<file path="config.mk">
export PLATFORM = sky130hd
export DESIGN_NAME = key_matrix_debounce_scanner_top_flat
export DESIGN_NICKNAME = d
export VERILOG_FILES = /design/src/hw/rtl/kmds_pkg.sv /design/src/hw/rtl/kmds_if.sv /design/src/hw/rtl/kmds_ctrl.sv /design/src/hw/rtl/kmds_datapath.sv /design/src/hw/rtl/key_matrix_debounce_scanner_top.sv /design/src/flat_wrapper.sv
export SDC_FILE = /design/constraint.sdc
export NUM_CORES = 1
export LEC_CHECK = 0
export CAP_MARGIN = 10
export CORE_ASPECT_RATIO = 0.9
export CORE_MARGIN = 1.5
export CORE_UTILIZATION = 45
export DETAILED_ROUTE_END_ITERATION = 8
export DONT_BUFFER_PORTS = 1
export PLACE_DENSITY = 0.6
export SLEW_MARGIN = 40
export SYNTH_ARGS = -nofsm -noshare
export SYNTH_HDL_FRONTEND = slang
export SYNTH_SLANG_ARGS = --single-unit
export TNS_END_PERCENT = 50
</file>
<file path="constraint.sdc">
create_clock -name clk -period 2.9 [get_ports clk]
set_clock_uncertainty 0.1 [all_clocks]
set_input_delay 0.435 -clock clk [delete_from_list [all_inputs] [get_ports clk]]
set_output_delay 0.435 -clock clk [all_outputs]
set_load 0.02 [all_outputs]
</file>
<file path="src/hw/rtl/kmds_pkg.sv">
`default_nettype none

package kmds_pkg;

  // Fixed field widths of the channels.
  localparam int ROW_W      = 3;
  localparam int COL_W      = 3;
  localparam int LEVELS_W   = 8;
  localparam int CHAR_W     = 8;
  localparam int MAP_W      = 64;
  localparam int CFG_IDX_W  = 4;

  typedef enum logic [1:0] {
    ST_IDLE,
    ST_CHECK,
    ST_WALK
  } kmds_state_t;

  // Commands from the controller to the datapath.
  typedef struct packed {
    logic update;      // apply the accepted row sample
    logic copy;        // take the pressed flags as reported
    logic walk_start;  // clear the walk position
    logic step;        // move the walk position to the next key
    logic load;        // load the output register with the current key
  } kmds_cmd_t;

  // Status from the datapath to the controller.
  typedef struct packed {
    logic frame_end;   // sampled row is the last row
    logic changed;     // pressed flags differ from the reported ones
    logic cur_pressed; // key at the walk position is pressed
    logic walk_end;    // walk position is the last key
    logic out_free;    // output register can take a word this cycle
  } kmds_status_t;

endpackage

`default_nettype wire

</file>
<file path="src/hw/rtl/kmds_if.sv">
`default_nettype none

interface kmds_sample_if;
  logic                          valid;
  logic                          ready;
  logic [kmds_pkg::ROW_W-1:0]    scan_row;
  logic [kmds_pkg::LEVELS_W-1:0] column_levels;

  modport source (output valid, output scan_row, output column_levels, input ready);
  modport sink   (input valid, input scan_row, input column_levels, output ready);
endinterface

interface kmds_report_if;
  logic                        valid;
  logic                        ready;
  logic [kmds_pkg::CHAR_W-1:0] key_char;
  logic [kmds_pkg::ROW_W-1:0]  key_row;
  logic [kmds_pkg::COL_W-1:0]  key_col;
  logic                        last_key;

  modport source (output valid, output key_char, output key_row, output key_col,
                  output last_key, input ready);
  modport sink   (input valid, input key_char, input key_row, input key_col,
                  input last_key, output ready);
endinterface

interface kmds_cfg_if;
  logic                           valid;
  logic                           ready;
  logic [kmds_pkg::CFG_IDX_W-1:0] reg_index;
  logic [kmds_pkg::MAP_W-1:0]     wdata;

  modport source (output valid, output reg_index, output wdata, input ready);
  modport sink   (input valid, input reg_index, input wdata, output ready);
endinterface

`default_nettype wire

</file>
<file path="src/hw/rtl/kmds_ctrl.sv">
`default_nettype none

module kmds_ctrl (
  input  wire                   clk,
  input  wire                   rst,
  input  wire                   sample_valid,
  output logic                  sample_ready,
  input  kmds_pkg::kmds_status_t status,
  output kmds_pkg::kmds_cmd_t   cmd
);

  kmds_pkg::kmds_state_t state;
  kmds_pkg::kmds_state_t state_next;

  always_ff @(posedge clk) begin
    if (rst) begin
      state <= kmds_pkg::ST_IDLE;
    end else begin
      state <= state_next;
    end
  end

  always_comb begin
    state_next   = state;
    sample_ready = 1'b0;
    cmd          = '0;
    case (state)
      kmds_pkg::ST_IDLE: begin
        sample_ready = 1'b1;
        if (sample_valid) begin
          cmd.update = 1'b1;
          if (status.frame_end) begin
            state_next = kmds_pkg::ST_CHECK;
          end
        end
      end
      kmds_pkg::ST_CHECK: begin
        if (status.changed) begin
          cmd.copy       = 1'b1;
          cmd.walk_start = 1'b1;
          state_next     = kmds_pkg::ST_WALK;
        end else begin
          state_next = kmds_pkg::ST_IDLE;
        end
      end
      kmds_pkg::ST_WALK: begin
        // A pressed key waits until the output register is free.
        if (!status.cur_pressed || status.out_free) begin
          cmd.step = 1'b1;
          cmd.load = status.cur_pressed;
          if (status.walk_end) begin
            state_next = kmds_pkg::ST_IDLE;
          end
        end
      end
      default: begin
        state_next = kmds_pkg::ST_IDLE;
      end
    endcase
  end

endmodule

`default_nettype wire

</file>
<file path="src/hw/rtl/kmds_datapath.sv">
`default_nettype none

module kmds_datapath #(
  parameter int ROWS        = 8,
  parameter int COLS        = 8,
  parameter int COUNT_LIMIT = 6,
  parameter int CW          = 3,
  parameter int RIW         = 3,
  parameter int CIW         = 3
) (
  input  wire                                clk,
  input  wire                                rst,
  input  wire [kmds_pkg::ROW_W-1:0]          scan_row,
  input  wire [kmds_pkg::LEVELS_W-1:0]       column_levels,
  input  kmds_pkg::kmds_cmd_t                cmd,
  output kmds_pkg::kmds_status_t             status,
  kmds_cfg_if.sink                           cfg,
  kmds_report_if.source                      report
);

  localparam int KEYS          = ROWS * COLS;
  localparam int KW            = $clog2(KEYS + 1);
  localparam int PRESS_ABOVE   = (COUNT_LIMIT / 2) + 1;
  localparam int RELEASE_BELOW = (COUNT_LIMIT / 2) - 1;

  localparam logic [CW-1:0] LIMIT_C   = CW'(COUNT_LIMIT);
  localparam logic [CW-1:0] PRESS_C   = CW'(PRESS_ABOVE);
  localparam logic [CW-1:0] RELEASE_C = CW'(RELEASE_BELOW);

  logic [COLS-1:0][CW-1:0]   counters [ROWS];
  logic [ROWS-1:0][COLS-1:0] pressed;
  logic [ROWS-1:0][COLS-1:0] reported;
  logic [kmds_pkg::MAP_W-1:0] key_map [ROWS];

  logic [RIW-1:0] walk_row;
  logic [CIW-1:0] walk_col;

  logic                        out_valid;
  logic [kmds_pkg::CHAR_W-1:0] out_char;
  logic [kmds_pkg::ROW_W-1:0]  out_row;
  logic [kmds_pkg::COL_W-1:0]  out_col;
  logic                        out_last;

  logic                      row_ok;
  logic [RIW-1:0]            row_idx;
  logic [COLS-1:0][CW-1:0]   row_cnt;
  logic [COLS-1:0][CW-1:0]   row_cnt_next;
  logic [COLS-1:0]           row_flags_next;
  logic [KEYS-1:0]           flat_flags;
  logic [KW-1:0]             key_idx;
  logic                      cur_last;

  assign row_ok  = 32'(scan_row) < ROWS;
  assign row_idx = scan_row[RIW-1:0];
  assign row_cnt = counters[row_idx];

  // Saturating counter step and hysteresis for every column of the row.
  always_comb begin
    for (int c = 0; c < COLS; c++) begin
      if (column_levels[c]) begin
        row_cnt_next[c] = (row_cnt[c] < LIMIT_C) ? row_cnt[c] + 1'b1 : LIMIT_C;
      end else begin
        row_cnt_next[c] = (row_cnt[c] != '0) ? row_cnt[c] - 1'b1 : '0;
      end
      if (row_cnt_next[c] > PRESS_C) begin
        row_flags_next[c] = 1'b1;
      end else if (row_cnt_next[c] < RELEASE_C) begin
        row_flags_next[c] = 1'b0;
      end else begin
        row_flags_next[c] = pressed[row_idx][c];
      end
    end
  end

  always_ff @(posedge clk) begin
    if (rst) begin
      for (int r = 0; r < ROWS; r++) begin
        counters[r] <= '0;
      end
      pressed  <= '0;
      reported <= '0;
    end else begin
      if (cmd.update && row_ok) begin
        counters[row_idx] <= row_cnt_next;
        pressed[row_idx]  <= row_flags_next;
      end
      if (cmd.copy) begin
        reported <= pressed;
      end
    end
  end

  // Key map registers; writes to rows that do not exist are dropped.
  assign cfg.ready = 1'b1;

  always_ff @(posedge clk) begin
    if (rst) begin
      for (int r = 0; r < ROWS; r++) begin
        key_map[r] <= '0;
      end
    end else if (cfg.valid && 32'(cfg.reg_index) < ROWS) begin
      key_map[cfg.reg_index[RIW-1:0]] <= cfg.wdata;
    end
  end

  // Walk position over the matrix in row-major order.
  always_ff @(posedge clk) begin
    if (rst) begin
      walk_row <= '0;
      walk_col <= '0;
    end else if (cmd.walk_start) begin
      walk_row <= '0;
      walk_col <= '0;
    end else if (cmd.step) begin
      if (walk_col == CIW'(COLS - 1)) begin
        walk_col <= '0;
        walk_row <= walk_row + 1'b1;
      end else begin
        walk_col <= walk_col + 1'b1;
      end
    end
  end

  // The current key is the last report when no pressed key follows it.
  assign flat_flags = pressed;
  assign key_idx    = KW'(walk_row) * KW'(COLS) + KW'(walk_col);
  assign cur_last   = ((flat_flags >> key_idx) >> 1) == '0;

  always_ff @(posedge clk) begin
    if (rst) begin
      out_valid <= 1'b0;
    end else if (cmd.load) begin
      out_valid <= 1'b1;
    end else if (report.ready) begin
      out_valid <= 1'b0;
    end
  end

  always_ff @(posedge clk) begin
    if (cmd.load) begin
      out_char <= key_map[walk_row][{walk_col, 3'b000} +: kmds_pkg::CHAR_W];
      out_row  <= kmds_pkg::ROW_W'(walk_row);
      out_col  <= kmds_pkg::COL_W'(walk_col);
      out_last <= cur_last;
    end
  end

  assign report.valid    = out_valid;
  assign report.key_char = out_char;
  assign report.key_row  = out_row;
  assign report.key_col  = out_col;
  assign report.last_key = out_last;

  assign status.frame_end   = 32'(scan_row) == ROWS - 1;
  assign status.changed     = pressed != reported;
  assign status.cur_pressed = pressed[walk_row][walk_col];
  assign status.walk_end    = (walk_row == RIW'(ROWS - 1)) && (walk_col == CIW'(COLS - 1));
  assign status.out_free    = !out_valid || report.ready;

endmodule

`default_nettype wire

</file>
<file path="src/hw/rtl/key_matrix_debounce_scanner_top.sv">
`default_nettype none

// Debounced keypad matrix scanner. Each sample word carries one row number and
// the levels of all columns of that row. Every key has a saturating counter
// that rises while the key reads high and falls while it reads low; a key turns
// pressed above COUNT_LIMIT/2+1 and released below COUNT_LIMIT/2-1. A sample of
// the last row ends a frame: if any pressed flag changed since the last report,
// one report word is sent for every pressed key in row-major order, carrying
// the character from the key map registers, the row, the column and a flag on
// the final word of the frame. A row sample is applied as it is accepted. A
// frame end adds a compare step and, when the flags changed, a walk over all
// ROWS*COLS keys at one key per cycle, held while a pressed key waits for a
// stalled report side. Sample words are not taken during the compare and the
// walk, but a finished report word may wait in the output register while new
// samples are taken. Key map writes are always accepted; writes to a register
// index of ROWS or more have no effect.

module key_matrix_debounce_scanner_top #(
  parameter int ROWS        = 8,
  parameter int COLS        = 8,
  parameter int COUNT_LIMIT = 6
) (
  input  wire           clk,
  input  wire           rst,
  kmds_sample_if.sink   sample,
  kmds_report_if.source report,
  kmds_cfg_if.sink      cfg
);

  // Counter width covers the saturation limit; row and column indexes are as
  // narrow as the matrix allows, with at least one bit.
  localparam int CW  = $clog2(COUNT_LIMIT + 1);
  localparam int RIW = (ROWS > 1) ? $clog2(ROWS) : 1;
  localparam int CIW = (COLS > 1) ? $clog2(COLS) : 1;

  kmds_pkg::kmds_cmd_t    cmd;
  kmds_pkg::kmds_status_t status;
  logic                   sample_ready;

  assign sample.ready = sample_ready;

  // The controller sequences sample updates, the frame-end compare and the
  // walk over the keys.
  kmds_ctrl u_ctrl (
    .clk          (clk),
    .rst          (rst),
    .sample_valid (sample.valid),
    .sample_ready (sample_ready),
    .status       (status),
    .cmd          (cmd)
  );

  // The datapath holds the counters, the flags, the key map and the output
  // register.
  kmds_datapath #(
    .ROWS        (ROWS),
    .COLS        (COLS),
    .COUNT_LIMIT (COUNT_LIMIT),
    .CW          (CW),
    .RIW         (RIW),
    .CIW         (CIW)
  ) u_datapath (
    .clk           (clk),
    .rst           (rst),
    .scan_row      (sample.scan_row),
    .column_levels (sample.column_levels),
    .cmd           (cmd),
    .status        (status),
    .cfg           (cfg),
    .report        (report)
  );

endmodule

`default_nettype wire

</file>
<file path="src/flat_wrapper.sv">
// flat-port wrapper written by rule: the top's interface ports become plain ports
module key_matrix_debounce_scanner_top_flat 
#(
  parameter int ROWS        = 8,
  parameter int COLS        = 8,
  parameter int COUNT_LIMIT = 6
)
  (clk, rst, sample_valid, sample_scan_row, sample_column_levels, sample_ready, report_valid, report_key_char, report_key_row, report_key_col, report_last_key, report_ready, cfg_valid, cfg_reg_index, cfg_wdata, cfg_ready);
  kmds_sample_if sample_i ();
  kmds_report_if report_i ();
  kmds_cfg_if cfg_i ();
  input  wire clk;
  input  wire rst;
  input wire logic [$bits(sample_i.valid)-1:0] sample_valid;
  input wire logic [$bits(sample_i.scan_row)-1:0] sample_scan_row;
  input wire logic [$bits(sample_i.column_levels)-1:0] sample_column_levels;
  output wire logic [$bits(sample_i.ready)-1:0] sample_ready;
  output wire logic [$bits(report_i.valid)-1:0] report_valid;
  output wire logic [$bits(report_i.key_char)-1:0] report_key_char;
  output wire logic [$bits(report_i.key_row)-1:0] report_key_row;
  output wire logic [$bits(report_i.key_col)-1:0] report_key_col;
  output wire logic [$bits(report_i.last_key)-1:0] report_last_key;
  input wire logic [$bits(report_i.ready)-1:0] report_ready;
  input wire logic [$bits(cfg_i.valid)-1:0] cfg_valid;
  input wire logic [$bits(cfg_i.reg_index)-1:0] cfg_reg_index;
  input wire logic [$bits(cfg_i.wdata)-1:0] cfg_wdata;
  output wire logic [$bits(cfg_i.ready)-1:0] cfg_ready;
  assign sample_i.valid = sample_valid;
  assign sample_i.scan_row = sample_scan_row;
  assign sample_i.column_levels = sample_column_levels;
  assign sample_ready = sample_i.ready;
  assign report_valid = report_i.valid;
  assign report_key_char = report_i.key_char;
  assign report_key_row = report_i.key_row;
  assign report_key_col = report_i.key_col;
  assign report_last_key = report_i.last_key;
  assign report_i.ready = report_ready;
  assign cfg_i.valid = cfg_valid;
  assign cfg_i.reg_index = cfg_reg_index;
  assign cfg_i.wdata = cfg_wdata;
  assign cfg_ready = cfg_i.ready;
  key_matrix_debounce_scanner_top #(.ROWS(ROWS), .COLS(COLS), .COUNT_LIMIT(COUNT_LIMIT)) u_core (.clk(clk), .rst(rst), .sample(sample_i), .report(report_i), .cfg(cfg_i));
endmodule
</file>
==> impl_metrics.yaml <==
synth:
  synthFlopType: "edfxtp_1"
  synth_common_cells: "edfxtp_1, and2_1, nor2_1"
  postSynthCellCount: 3131
  async_flop_share_pct: 0
  syn_nets: 3248
  yosysTopAreaCellShare_pct: 51.6
  synth_area_leaders: "edfxtp_1, mux4_2, and2_1"
  synth.most_common_cell: "edfxtp_1"
  syn_area_per_cell_sq_um: 13.4
  synth_area_leader_cell: "edfxtp_1"
  syn_area_sq_um: 41900
  yosysSeqAreaShare_pct: 58.3
  ys_seq_elements: 859
  synth-edff-count: 719
  yosysWarnings: 0
  yosysUniqueCellTypes: 110
global_route:
  grt_pass1_vias: 28200
  gr-usage-all-layers_pct: 26.5
  grt_first_pass_wirelength_mm: 187
  grt_max_degree: 68
  antenna_found_initial: 7
  gr-total-overflow: 0
worst_setup_path:
  worstPathArrival_ns: 3.27
  cp_max_fo: 12
  crit_path_end_kind: "register"
  startpoint_type: "register"
  worstSetupPathType: "reg2reg"
  critPathLaunch: "u_core.u_datapath.walk_col[1]"
  rr_startpoint: "u_core.u_datapath.walk_col[1]"
  crit_chain: "buf_4, buf_6, nand3_1, o2111ai_2, or4b_4, a2111oi_4, a211o_1, o221ai_1, nor4_4"
  r2r_end: "u_core.u_datapath.report.last_key"
  cp-endpoint: "u_core.u_datapath.report.last_key"
  cp_slowest_cell: "or4b_4"
  cp_data_required_time_ns: 3.28
  reg2reg_slack_ns: 0.005
  critical_path.max_stage_delay_ns: 0.57
  rr_worst_depth: 9
clock_network:
  cts_buffer_depth: 3
  cts_tree: "built"
  cts.sinks: 859
  clkTransAtPathRegs_ns: 0.06
  root_buffer: "clkbuf_16"
  cts-htree-levels: 3
  numCtsBuffers: 91
  clk_latency_ns: 0.67
floorplanning:
  io-pin-count: 102
  rows: 105
  fp.dieArea_sq_um: 94900
  initial_core_util_pct: 45.7
  core-area_sq_um: 91700
  dieHeight_um: 292
  die_x_um: 325
finish:
  layout.nets: 3450
  fillers: 7718
  area_delta_synth_final_pct: 17.6
  drive_gt1_share_pct: 23.3
route:
  wl_mm: 126
  ant_nets: 0
  routedWlPerCell_um: 27.1
  dr.pass1.iters: 8
  drtIter0Drc: 2678
  drc: 0
  vias: 27300
  routed_via_density: 5.88
power:
  cellLeakagePower_nw: 17.7
  clkPwrFrac_pct: 40.9
  seqPwrFrac_pct: 49.8
  cell_internal_pwr_mw: 21.6
  combinationalPowerShare_pct: 9.3
  power_density_nw_per_um2: 576
  swShare_pct: 23.9
  p_total_mw: 28.4
  power.switching_mw: 6.78
  ir_drop_mv: 0.494
sta:
  slew_violations: 0
  holdWs_ns: 0.0416
  setup_viol_count_final: 0
  hold_violations: 0
  period_needed_ns: 2.90
  max_freq_mhz: 345
  rsz0062_at_grt: "yes"
  tightestPinTransition_ns: 0.650
  post-route-period-util_pct: 99.8
  slew_headroom_pct: 56.4
run:
  maxCapViolations: 0
hold_path:
  hp-class: "in2reg"
place:
  portBuffers: 0
  dpl.hpwl_mm: 79.2
  place_congestion: 0.986
status:
  outcome: "finished, final reports clean"
==> worst min-delay path by stage <==
stage	startpoint	endpoint	slack, ns	cells past startpoint
after floorplan	u_core.u_datapath.walk_col[2]	u_core.u_datapath.report.key_col[2]	0.33	0
after global placement	u_core.u_datapath.reported[50]	u_core.u_datapath.reported[50]	0.39	2
after detailed placement	u_core.u_datapath.reported[61]	u_core.u_datapath.reported[61]	0.40	2
after CTS	rst	u_core.u_datapath.key_map[5][2]	0.01	1
after global routing	rst	u_core.u_datapath.key_map[5][2]	0.03	1
final	sample_column_levels[7]	u_core.u_datapath.counters[6][22]	0.04	3
==> critical path: cells and delay by family, from the launching register on <==
family | cells | cell delay [ns]
simple gates | 3 | 1.06
buf+inv | 2 | 0.31
compound gates | 4 | 0.81
flops | 1 | 0.41
==> metal layers <==
| metal | part of all wire, % | up-vias | wire (um) | GRT usage (%) |
|---|---|---|---|---|
| li1 | - | 12000 | - | - |
| met1 | 41 | 14000 | 51100 | 34.4 |
| met2 | 50 | 1063 | 62400 | 45.6 |
| met3 | 7.0 | 224 | 8790 | 5.01 |
| met4 | 2.6 | 10 | 3280 | 6.87 |
| met5 | 0.049 | - | 62 | 0 |
==> kinds of logic after synthesis <==
| logic type | count (synthesis) | share of synthesized area (%) |
|---|---|---|
| xor+xnor | 66 | 1.38 |
| compound gates | 364 | 6.82 |
| buf+inv | 331 | 3.61 |
| simple gates | 1140 | 14.9 |
| mux | 337 | 14.1 |
| flops | 859 | 58.3 |
| other cells | 1 | 0.00896 |
| fa+ha+maj | 33 | 0.986 |
==> placed cells by master (no fill, tap or decap), types with 33 or more instances in the layout <==
| master | Yosys | routed |
|---|---|---|
| edfxtp_1 | 719 | 719 |
| and2_1 | 522 | 520 |
| nor2_1 | 329 | 321 |
| buf_4 | 16 | 259 |
| mux4_2 | 198 | 198 |
| dfxtp_1 | 140 | 132 |
| mux2i_1 | 117 | 117 |
| clkbuf_16 | 0 | 92 |
| nand2_1 | 90 | 90 |
| dlygate4sd3_1 | 0 | 67 |
| xor2_1 | 64 | 64 |
| a22oi_1 | 62 | 61 |
| inv_1 | 53 | 52 |
| buf_12 | 0 | 52 |
| a21oi_1 | 53 | 51 |
| o22ai_1 | 33 | 33 |
==> flip-flops by register name, summed over array words and instances (netlist names), 2 cells and up, named ones only <==
signal,count
u_core.u_datapath.report.key_row,3
u_core.u_ctrl.state,2
u_core.u_datapath.report.key_char,8
u_core.u_datapath.key_map,512
u_core.u_datapath.reported,64
u_core.u_datapath.counters,192
u_core.u_datapath.report.key_col,3
u_core.u_datapath.walk_col,3
u_core.u_datapath.walk_row,3
u_core.u_datapath.flat_flags,64
==> cell type report <==
type | instances | area [sq um] | area share, %
diodes | 1 | 2.50 | 0.00508
clock buffers | 111 | 2430 | 4.94
clock inverters | 57 | 534 | 1.09
inverters | 57 | 218 | 0.442
multi-input cells | 1941 | 16300 | 33.1
flip-flops and latches | 859 | 24400 | 49.6
well taps | 1230 | 1540 | 3.13
repair buffers | 383 | 3770 | 7.65
==> power by group through the flow <==
stage               sequential [mW]  combinational, mW  clock [mW]
global placement               14.3               2.35           0
detailed placement             14.4               2.40           0
finish                         14.1               2.64        11.6
CTS                            14.1               2.62        11.8
global route                   14.2               2.81        12.3
floorplan                      14.3               1.50           0
==> what timing repair did <==
item | in CTS | in global routing
pin swaps | 3 | 1
endpoints found under the hold margin | 583 | 0
setup endpoints to repair | 75 | 67
resized for setup | 14 | 10
hold buffers | 68 | 0
gates cloned | 1 | 0
buffers inserted | 6 | 0
==> per-stage QoR <==
| stage | std cells | TNS, ns | setup slack, ns | utilization (%) | instance area (sq um) |
|---|---|---|---|---|---|
| after global routing | 4638 | -0.117 | -0.117 | 53.7 | 49200 |
| after detailed placement | 4395 | -16.20 | -0.612 | 49.4 | 45300 |
| after CTS | 4638 | -0.0227 | -0.0227 | 53.6 | 49200 |
| after floorplan | 3131 | -1.23 | -0.0426 | - | 42100 |
| after global placement | 4395 | -11.10 | -0.845 | 49.4 | 45300 |
| final | 4639 | 0 | 0.00455 | 53.7 | 49200 |
Note: power is estimated with default switching activity, not from simulation.
